## src/rtl/fta_pkg.sv

```systemverilog
// Shared types, widths and reset values for the FIRE time-step adapter.
// Used by fta_csr, fta_step and fire_timestep_adapter_core; no dependencies.
package fta_pkg;

   localparam int unsigned POWER_W   = 32;
   localparam int unsigned DT_W      = 32;
   localparam int unsigned GROW_W    = 18;
   localparam int unsigned FACTOR_W  = 16;
   localparam int unsigned ALPHA_W   = 16;
   localparam int unsigned DELAY_W   = 16;
   localparam int unsigned FRAC_W    = 16;
   localparam int unsigned STEP_W    = 17;
   localparam int unsigned DOWN_W    = 17;
   localparam int unsigned UP_W      = 16;

   localparam int unsigned CSR_ADDR_W = 3;
   localparam int unsigned CSR_DATA_W = 32;
   localparam int unsigned REQ_DATA_W = 32;
   localparam int unsigned RSP_DATA_W = 56;

   localparam int unsigned STALL_LIMIT_DEF = 2000;
   localparam bit          GRACE_EN_DEF    = 1'b1;

   // register indexes on the csr port
   localparam logic [CSR_ADDR_W-1:0] CSR_DT_INIT     = 3'd0;
   localparam logic [CSR_ADDR_W-1:0] CSR_DT_MAX      = 3'd1;
   localparam logic [CSR_ADDR_W-1:0] CSR_DT_MIN      = 3'd2;
   localparam logic [CSR_ADDR_W-1:0] CSR_DT_GROW     = 3'd3;
   localparam logic [CSR_ADDR_W-1:0] CSR_DT_CUT      = 3'd4;
   localparam logic [CSR_ADDR_W-1:0] CSR_MIX_INIT    = 3'd5;
   localparam logic [CSR_ADDR_W-1:0] CSR_MIX_DECAY   = 3'd6;
   localparam logic [CSR_ADDR_W-1:0] CSR_DELAY_STEPS = 3'd7;

   // reset values: dt 1.0, dt_max 10.0, dt_min 0.02, grow 1.1, shrink 0.5,
   // alpha 0.25, alpha decay 0.99, delay 20 steps
   localparam logic [DT_W-1:0]     DT_INIT_RST     = 32'd16777216;
   localparam logic [DT_W-1:0]     DT_MAX_RST      = 32'd167772160;
   localparam logic [DT_W-1:0]     DT_MIN_RST      = 32'd335544;
   localparam logic [GROW_W-1:0]   DT_GROW_RST     = 18'd72090;
   localparam logic [FACTOR_W-1:0] DT_CUT_RST      = 16'd32768;
   localparam logic [ALPHA_W-1:0]  MIX_INIT_RST    = 16'd16384;
   localparam logic [FACTOR_W-1:0] MIX_DECAY_RST   = 16'd64881;
   localparam logic [DELAY_W-1:0]  DELAY_STEPS_RST = 16'd20;

   typedef struct packed {
      logic [DT_W-1:0]     dt_init;
      logic [DT_W-1:0]     dt_max;
      logic [DT_W-1:0]     dt_min;
      logic [GROW_W-1:0]   dt_grow;
      logic [FACTOR_W-1:0] dt_cut;
      logic [ALPHA_W-1:0]  mix_init;
      logic [FACTOR_W-1:0] mix_decay;
      logic [DELAY_W-1:0]  delay_steps;
   } cfg_type;

   typedef struct packed {
      logic [DT_W-1:0]    dt;
      logic [ALPHA_W-1:0] alpha;
      logic [DOWN_W-1:0]  down_run;
      logic [UP_W-1:0]    up_run;
      logic [STEP_W-1:0]  step;
   } state_type;

   typedef struct packed {
      logic [ALPHA_W-1:0] mix_coeff;
      logic [DT_W-1:0]    time_step;
      logic               run_ok;
      logic               uphill;
   } result_type;

endpackage

```

## src/rtl/fta_csr.sv

```systemverilog
// Configuration register file of the FIRE time-step adapter.
// Depends on fta_pkg for register indexes, widths and reset values.
module fta_csr import fta_pkg::*; (
   input  logic                  clock,
   input  logic                  reset,
   input  logic                  csr_we,
   input  logic [CSR_ADDR_W-1:0] csr_addr,
   input  logic [CSR_DATA_W-1:0] csr_wdata,
   output cfg_type               cfg
);

   cfg_type cfg_ff;
   cfg_type cfg_in;

   always_comb begin
      cfg_in = cfg_ff;
      if (csr_we) begin
         case (csr_addr)
            CSR_DT_INIT:     cfg_in.dt_init     = csr_wdata[DT_W-1:0];
            CSR_DT_MAX:      cfg_in.dt_max      = csr_wdata[DT_W-1:0];
            CSR_DT_MIN:      cfg_in.dt_min      = csr_wdata[DT_W-1:0];
            CSR_DT_GROW:     cfg_in.dt_grow     = csr_wdata[GROW_W-1:0];
            CSR_DT_CUT:      cfg_in.dt_cut      = csr_wdata[FACTOR_W-1:0];
            CSR_MIX_INIT:    cfg_in.mix_init    = csr_wdata[ALPHA_W-1:0];
            CSR_MIX_DECAY:   cfg_in.mix_decay   = csr_wdata[FACTOR_W-1:0];
            CSR_DELAY_STEPS: cfg_in.delay_steps = csr_wdata[DELAY_W-1:0];
            default:         cfg_in = cfg_ff;
         endcase
      end
   end

   always_ff @(posedge clock) begin
      if (reset) begin
         cfg_ff.dt_init     <= DT_INIT_RST;
         cfg_ff.dt_max      <= DT_MAX_RST;
         cfg_ff.dt_min      <= DT_MIN_RST;
         cfg_ff.dt_grow     <= DT_GROW_RST;
         cfg_ff.dt_cut      <= DT_CUT_RST;
         cfg_ff.mix_init    <= MIX_INIT_RST;
         cfg_ff.mix_decay   <= MIX_DECAY_RST;
         cfg_ff.delay_steps <= DELAY_STEPS_RST;
      end else begin
         cfg_ff <= cfg_in;
      end
   end

   assign cfg = cfg_ff;

endmodule

```

## src/rtl/fta_step.sv

```systemverilog
// Single-step update of the FIRE time-step adapter: counters, dt and alpha.
// Depends on fta_pkg for the state, configuration and result structs.
module fta_step import fta_pkg::*; #(
   parameter int unsigned STALL_LIMIT = STALL_LIMIT_DEF,
   parameter bit          GRACE_EN    = GRACE_EN_DEF
) (
   input  logic [POWER_W-1:0] power,
   input  cfg_type            cfg,
   input  state_type          state,
   output state_type          state_nx,
   output result_type         result
);

   localparam int unsigned GROW_P_W   = DT_W + GROW_W;
   localparam int unsigned SHRINK_P_W = DT_W + FACTOR_W;
   localparam int unsigned ALPHA_P_W  = ALPHA_W + FACTOR_W;
   localparam int unsigned GROW_Q_W   = GROW_P_W - FRAC_W;
   localparam logic [UP_W-1:0] STALL_LIM_C = UP_W'(STALL_LIMIT);

   logic                  uphill;
   logic [STEP_W-1:0]     step_nx;
   logic [DOWN_W-1:0]     down_inc;
   logic [UP_W-1:0]       up_inc;
   logic [GROW_P_W-1:0]   grow_prod;
   logic [SHRINK_P_W-1:0] shrink_prod;
   logic [ALPHA_P_W-1:0]  alpha_prod;
   logic [GROW_Q_W-1:0]   grow_q;
   logic [DT_W-1:0]       shrink_q;
   logic                  grace;

   assign uphill = (power == '0) || power[POWER_W-1];

   // saturate the counters at all ones
   assign step_nx  = (state.step == '1) ? state.step : state.step + STEP_W'(1);
   assign down_inc = (state.down_run == '1) ? state.down_run
                                            : state.down_run + DOWN_W'(1);
   assign up_inc   = (state.up_run == '1) ? state.up_run : state.up_run + UP_W'(1);

   assign grow_prod   = GROW_P_W'(state.dt) * GROW_P_W'(cfg.dt_grow);
   assign shrink_prod = SHRINK_P_W'(state.dt) * SHRINK_P_W'(cfg.dt_cut);
   assign alpha_prod  = ALPHA_P_W'(state.alpha) * ALPHA_P_W'(cfg.mix_decay);
   assign grow_q      = grow_prod[GROW_P_W-1:FRAC_W];
   assign shrink_q    = shrink_prod[SHRINK_P_W-1:FRAC_W];

   assign grace = GRACE_EN && (step_nx < STEP_W'(cfg.delay_steps));

   always_comb begin
      state_nx      = state;
      state_nx.step = step_nx;
      if (!uphill) begin
         state_nx.down_run = down_inc;
         state_nx.up_run   = '0;
         if (down_inc > DOWN_W'(cfg.delay_steps)) begin
            state_nx.dt    = (grow_q < GROW_Q_W'(cfg.dt_max)) ? grow_q[DT_W-1:0]
                                                              : cfg.dt_max;
            state_nx.alpha = alpha_prod[ALPHA_P_W-1:FRAC_W];
         end
      end else begin
         state_nx.down_run = '0;
         state_nx.up_run   = up_inc;
         if (!grace) begin
            // hold dt when the shrunk value would drop below the floor
            if (shrink_q >= cfg.dt_min) begin
               state_nx.dt = shrink_q;
            end
            state_nx.alpha = cfg.mix_init;
         end
      end
   end

   always_comb begin
      result.uphill    = uphill;
      result.run_ok    = !uphill || (up_inc <= STALL_LIM_C);
      result.time_step = state_nx.dt;
      result.mix_coeff = state_nx.alpha;
   end

endmodule

```

## src/rtl/fire_timestep_adapter_core.sv

```systemverilog
// FIRE 2.0 adaptive time-step controller. Each request carries one relaxation
// step's power (only its sign and whether it is zero are used) and yields one
// response with the uphill flag, the stall flag and the updated dt (Q8.24) and
// alpha (Q0.16). The block takes one request per clock while the response side
// drains; a held response with rsp_tready low stalls it. A taken request sits
// in the input register while the dt, alpha and counter update with its three
// parallel multipliers settles, and the edge that advances it writes the state
// and the response register together. The response register frees its slot in
// the same cycle it is taken, so full throughput holds under continuous flow.
// Depends on fta_pkg, fta_csr and fta_step.
module fire_timestep_adapter_core import fta_pkg::*; #(
   parameter int unsigned STALL_LIMIT = STALL_LIMIT_DEF,
   parameter bit          GRACE_EN    = GRACE_EN_DEF
) (
   input  logic                  clock,
   input  logic                  reset,
   input  logic                  req_tvalid,
   output logic                  req_tready,
   input  logic [REQ_DATA_W-1:0] req_tdata,   // [31:0] power
   output logic                  rsp_tvalid,
   input  logic                  rsp_tready,
   output logic [RSP_DATA_W-1:0] rsp_tdata,   // [0] uphill, [1] not stalled,
                                              // [33:2] time_step, [49:34] mix_coeff,
                                              // [55:50] zero
   input  logic                  csr_we,
   input  logic [CSR_ADDR_W-1:0] csr_addr,
   input  logic [CSR_DATA_W-1:0] csr_wdata
);

   localparam int unsigned RES_W = $bits(result_type);

   cfg_type            cfg;
   logic               in_valid_ff, in_valid_in;
   logic [POWER_W-1:0] power_ff, power_in;
   logic               out_valid_ff, out_valid_in;
   result_type         res_ff, res_in;
   state_type          state_ff, state_in;
   state_type          state_nx;
   result_type         res_nx;
   logic               advance;
   logic               req_take;

   fta_csr u_csr (
      .clock     (clock),
      .reset     (reset),
      .csr_we    (csr_we),
      .csr_addr  (csr_addr),
      .csr_wdata (csr_wdata),
      .cfg       (cfg)
   );

   fta_step #(
      .STALL_LIMIT (STALL_LIMIT),
      .GRACE_EN    (GRACE_EN)
   ) u_step (
      .power    (power_ff),
      .cfg      (cfg),
      .state    (state_ff),
      .state_nx (state_nx),
      .result   (res_nx)
   );

   // advance the held request when the response slot is empty or draining
   assign advance    = in_valid_ff && (!out_valid_ff || rsp_tready);
   assign req_tready = !in_valid_ff || advance;
   assign req_take   = req_tvalid && req_tready;

   always_comb begin
      in_valid_in  = in_valid_ff;
      power_in     = power_ff;
      out_valid_in = out_valid_ff;
      res_in       = res_ff;
      state_in     = state_ff;
      if (advance) begin
         in_valid_in = 1'b0;
      end
      if (req_take) begin
         in_valid_in = 1'b1;
         power_in    = req_tdata[POWER_W-1:0];
      end
      if (rsp_tready) begin
         out_valid_in = 1'b0;
      end
      if (advance) begin
         out_valid_in = 1'b1;
         res_in       = res_nx;
         state_in     = state_nx;
      end
   end

   always_ff @(posedge clock) begin
      if (reset) begin
         in_valid_ff       <= 1'b0;
         out_valid_ff      <= 1'b0;
         state_ff.dt       <= DT_INIT_RST;
         state_ff.alpha    <= MIX_INIT_RST;
         state_ff.down_run <= '0;
         state_ff.up_run   <= '0;
         state_ff.step     <= '0;
      end else begin
         in_valid_ff  <= in_valid_in;
         out_valid_ff <= out_valid_in;
         state_ff     <= state_in;
      end
      power_ff <= power_in;
      res_ff   <= res_in;
   end

   assign rsp_tvalid = out_valid_ff;
   assign rsp_tdata  = {(RSP_DATA_W - RES_W)'(0), res_ff};

   // the response on show always matches the state it left behind
   a_rsp_matches_state: assert property (@(posedge clock) disable iff (reset)
      out_valid_ff |-> (res_ff.time_step == state_ff.dt)
                       && (res_ff.mix_coeff == state_ff.alpha))
      else $error("response dt or alpha differs from held state");

   a_uphill_clears_down: assert property (@(posedge clock) disable iff (reset)
      out_valid_ff && res_ff.uphill |-> (state_ff.down_run == '0)
                                        && (state_ff.up_run != '0))
      else $error("uphill step left a downhill run or no uphill run");

   a_downhill_clears_up: assert property (@(posedge clock) disable iff (reset)
      out_valid_ff && !res_ff.uphill |-> (state_ff.up_run == '0)
                                         && res_ff.run_ok
                                         && (state_ff.down_run != '0))
      else $error("downhill step left an uphill run or a stall");

   a_state_holds: assert property (@(posedge clock) disable iff (reset)
      !advance |=> $stable(state_ff))
      else $error("state moved without a request advancing");

endmodule

```

## config.mk

```make
export PLATFORM = sky130hd
export DESIGN_NAME = fire_timestep_adapter_core
export DESIGN_NICKNAME = d
export VERILOG_FILES = /design/src/rtl/fta_pkg.sv /design/src/rtl/fta_csr.sv /design/src/rtl/fta_step.sv /design/src/rtl/fire_timestep_adapter_core.sv
export SDC_FILE = /design/constraint.sdc
export NUM_CORES = 2
export LEC_CHECK = 0
export BUFFER_PORTS_ARGS = -buffer_cell sky130_fd_sc_hd__buf_4
export CORE_MARGIN = 3
export CORE_UTILIZATION = 41
export CTS_CLUSTER_SIZE = 28
export DETAILED_ROUTE_END_ITERATION = 10
export PLACE_DENSITY = 0.65
export SYNTH_ARGS = -nofsm -noshare
export SYNTH_HDL_FRONTEND = slang
export SYNTH_SLANG_ARGS = --single-unit
```

## constraint.sdc

```tcl
create_clock -name clock -period 9.7 [get_ports clock]
set_clock_uncertainty 0.15 [all_clocks]
set_input_delay 0.97 -clock clock [delete_from_list [all_inputs] [get_ports clock]]
set_output_delay 0.97 -clock clock [all_outputs]
set_load 0.03 [all_outputs]
```

==> impl_summary.md <==
Critical path
The setup check on the worst reg-to-reg path leaves a slack of 0.32 ns. On the critical path, the stage with the largest delay is an instance of fa_1. For this run, the slowest stage of the critical path takes 0.56 ns. The most frequent cell on the critical path is fa_1. The worst setup path is of the register to register kind.

The number of buffers and inverters on the critical path is 5. Data on the critical path is required at its endpoint by 10.02 ns. The worst setup path is launched from a register.

STA puts the critical path data arrival time at 9.70 ns. In this run the worst path has a maximum fanout of 11. The kind of cell with the highest combined delay along the critical path is adder cells.

STA classifies the critical path endpoint as a register.

Synthesis
The commonest cells after synthesis are inv_1, nand2_1, fa_1, and2_1, ha_1. After synthesis, the share of flip-flops with an asynchronous set or reset is 0%. During synthesis, Yosys emitted a total of 0 warnings. The biggest area contributor in the post-synthesis netlist is fa_1. The mapped netlist covers 57,400 µm². The proportion of synthesized chip area in sequential cells is 12.9%. The register bit total from synthesis is 328. The number of distinct library cells after synthesis is 79. The synthesized design devotes to its leading area cell type 37.9% of total area. The cell count after synthesis came out at 6,692. inv_1 is the most common cell in the netlist. In this run the mean area of a mapped cell was 8.58 µm². The most used flip-flop cell after synthesis is dfxtp_1. By area the synthesized netlist is led by fa_1, ha_1, inv_1. The count of flip-flops with a built-in enable after synthesis is 82.

Power and ir drop
The overall power of the completed layout is 6.28 mW. The leakage power of the design is 30.0 nW. The areal power density over the cells is 101 nW/µm².

VDD sags by at most 0.000194 V.

Final layout
At the end of the flow, the number of nets in the layout was 8,252. The finished cells cover 62,400 µm². The share of layout cells above drive strength 1 is 6.84%.

The layout has 13.3k filler cells. The post-layout utilization of the core is 45.1%. The count of cells in the finished layout, fillers not included, comes to 8,549. The layout-stage area growth over the synthesis result is 8.71%.

Clock network
The clock transition time at the flip-flop clock pins of the worst setup and hold paths is 0.06 ns. The clock reaches the later pin of the worst-skew pair after 0.58 ns. The maximum buffer depth of the clock tree is 3. TritonCTS built the clock tree.

The H-tree was split into 2 levels. The root cell of the clock tree is clkbuf_16. The number of buffers created by CTS is 37. The clock sink count is 328.

STA
The worst hold slack is 0.304 ns. The final setup violation count is 0. The final cycle utilization of the critical path is 96.7%.

For this run, the top clock speed supported by timing is 0.107 GHz. For the pin with the worst max-slew slack, the measured transition is 1.22 ns. The minimum clock period is 9.38 ns. The setup TNS after final layout is 0 ns.

The remaining max-slew budget at the tightest pin is 18.3%. The number of pins with negative max-slew slack in the final report is 0. The number of hold violations in the final report is 0. In the post-route analysis, the smallest setup slack over all paths is 0.316 ns.

Hold path
The classification of the worst-slack hold path is register to register.

Global route
The number of antenna violations at the first check in global routing is 2. The via count of the first global-routing pass is 48.2k. For this run the aggregate overflow at the end of global routing stands at 0.

Entering global routing, the biggest net connects 78 pins. The first-pass GRT wire length is 270,000 µm. Across every metal layer, demand over resource in global routing totals 23.7%.

Floorplanning
The die covers 145,000 µm². The area inside the core boundary is 138,000 µm². The initialized floorplan defines 136 standard-cell rows. 130 I/O pins were placed.

The initial core utilization is 41.5%. The die is 380 µm wide. The die height is 380 µm.

Job
Max-cap violations in this run came to 0.

Place
In this run the tool buffered the top-level ports with 123 buffer cells. Once detailed placement completed, the half-perimeter wirelength came to 132,000 µm. The cell area after placement is 60,900 µm².

The worst setup slack before clock tree synthesis is 0.0199 ns. Routability-driven placement finished with a final weighted congestion of 0.958. Once placement completed, the tool counted placed cells totaling 8,471.

Detailed routing
The wire length reported by the detailed router is 170,000 µm. For this block, the initial DRC count from the detailed router was 3,335. Before antenna repair, the detailed router went through 6 iterations. In the final routed layout, each cell accounts on average for 19.9 µm. The vias per cell is 5.33. The count of nets left with antenna violations once routing finished came out at 0.

In the routed design, unresolved DRC markers number 0. The total via count in the routed design is 45.5k.

Run status
The flow ran to the end, and the final reports show no timing, DRC or antenna violations.
==> metal layers <==
metal	global-route usage, %	vias to the layer above	wire length [µm]
met1	30.1	23000	67300
met4	10.4	6	8730
met3	4.27	395	13800
li1	-	20300	-
met5	0	-	42
met2	39.6	1853	80100
==> repair_timing <==
item                       CTS  global route
gates resized for setup      2            44
hold buffers                 0             0
cloned                       0             1
hold endpoints to repair     0             0
pin swaps                    0             7
buffers inserted             0             8
setup endpoints to repair    1            64
==> worst reg2reg max path: cells and delay by family (launching register included) <==
family | cells | cell delay, ns
buffers and inverters | 5 | 0.66
multiplexers | 1 | 0.34
flip-flops | 1 | 0.50
adder cells (fa/ha/maj) | 8 | 3.72
AO/OA/AOI/OAI | 11 | 2.87
XOR/XNOR | 1 | 0.33
AND/OR/NAND/NOR | 4 | 0.73
==> flip-flops by register name, indices dropped and copies added (netlist names) <==
name and flops:
in_valid_ff 1, power_ff 32, rsp_tdata 50, rsp_tvalid 1
state_ff 98, u_csr.cfg 146
==> path summary, 6_finish.rpt <==
| path | depth (start not counted) | startpoint | end |
|---|---|---|---|
| setup / recovery | 30 | state_ff[76] | state_ff[78] |
| hold / removal | 2 | u_csr.cfg[42] | u_csr.cfg[42] |
| setup reg to reg | 30 | state_ff[76] | state_ff[78] |
| hold reg to reg | 2 | u_csr.cfg[42] | u_csr.cfg[42] |
==> power by group <==
part           total [mW]  switching (mW)  internal [mW]
Sequential           1.52          0.0685           1.45
Clock                1.55           0.656          0.895
Combinational        3.22            1.98           1.24
==> final cells by class <==
| cell class | instances | area, µm² | share of cell area (%) |
|---|---|---|---|
| diodes | 2 | 5.00 | 0.00802 |
| clock buffers | 45 | 1020 | 1.63 |
| clock inverters | 22 | 290 | 0.465 |
| inverters | 1353 | 5080 | 8.14 |
| multi-input cells | 4627 | 43600 | 69.9 |
| flip-flops and latches | 328 | 7410 | 11.9 |
| well taps | 1863 | 2330 | 3.73 |
| repair buffers | 309 | 2660 | 4.26 |
==> kinds of logic after synthesis <==
| family | count (synthesis) | share of synthesized area, % |
|---|---|---|
| multiplexers | 32 | 0.573 |
| other | 1 | 0.00653 |
| AND/OR/NAND/NOR | 2211 | 17.6 |
| adder cells (fa/ha/maj) | 1524 | 47.4 |
| AO/OA/AOI/OAI | 732 | 8.24 |
| buffers and inverters | 1742 | 11.5 |
| XOR/XNOR | 122 | 1.86 |
| flip-flops | 328 | 12.9 |
==> placed cells by master, fill, tap and decap left out, types with 21 or more instances in the layout <==
cell type  instances
a21o_1            68
a21oi_1          261
ha_1             435
xnor2_1           75
mux2i_1           25
nand4_1           44
xor2_1            47
and2_1           463
o21ai_0          103
o21a_1            21
nand3_1           74
and3_1            32
nor3_1            31
edfxtp_1          82
buf_4            278
fa_1            1088
a211oi_1          22
nand2_1         1315
o211ai_1          30
a22oi_1           31
dfxtp_1          228
buf_12            24
nor2_1           149
clkbuf_16         39
inv_1           1350
Power figures use the tool's default switching activity.
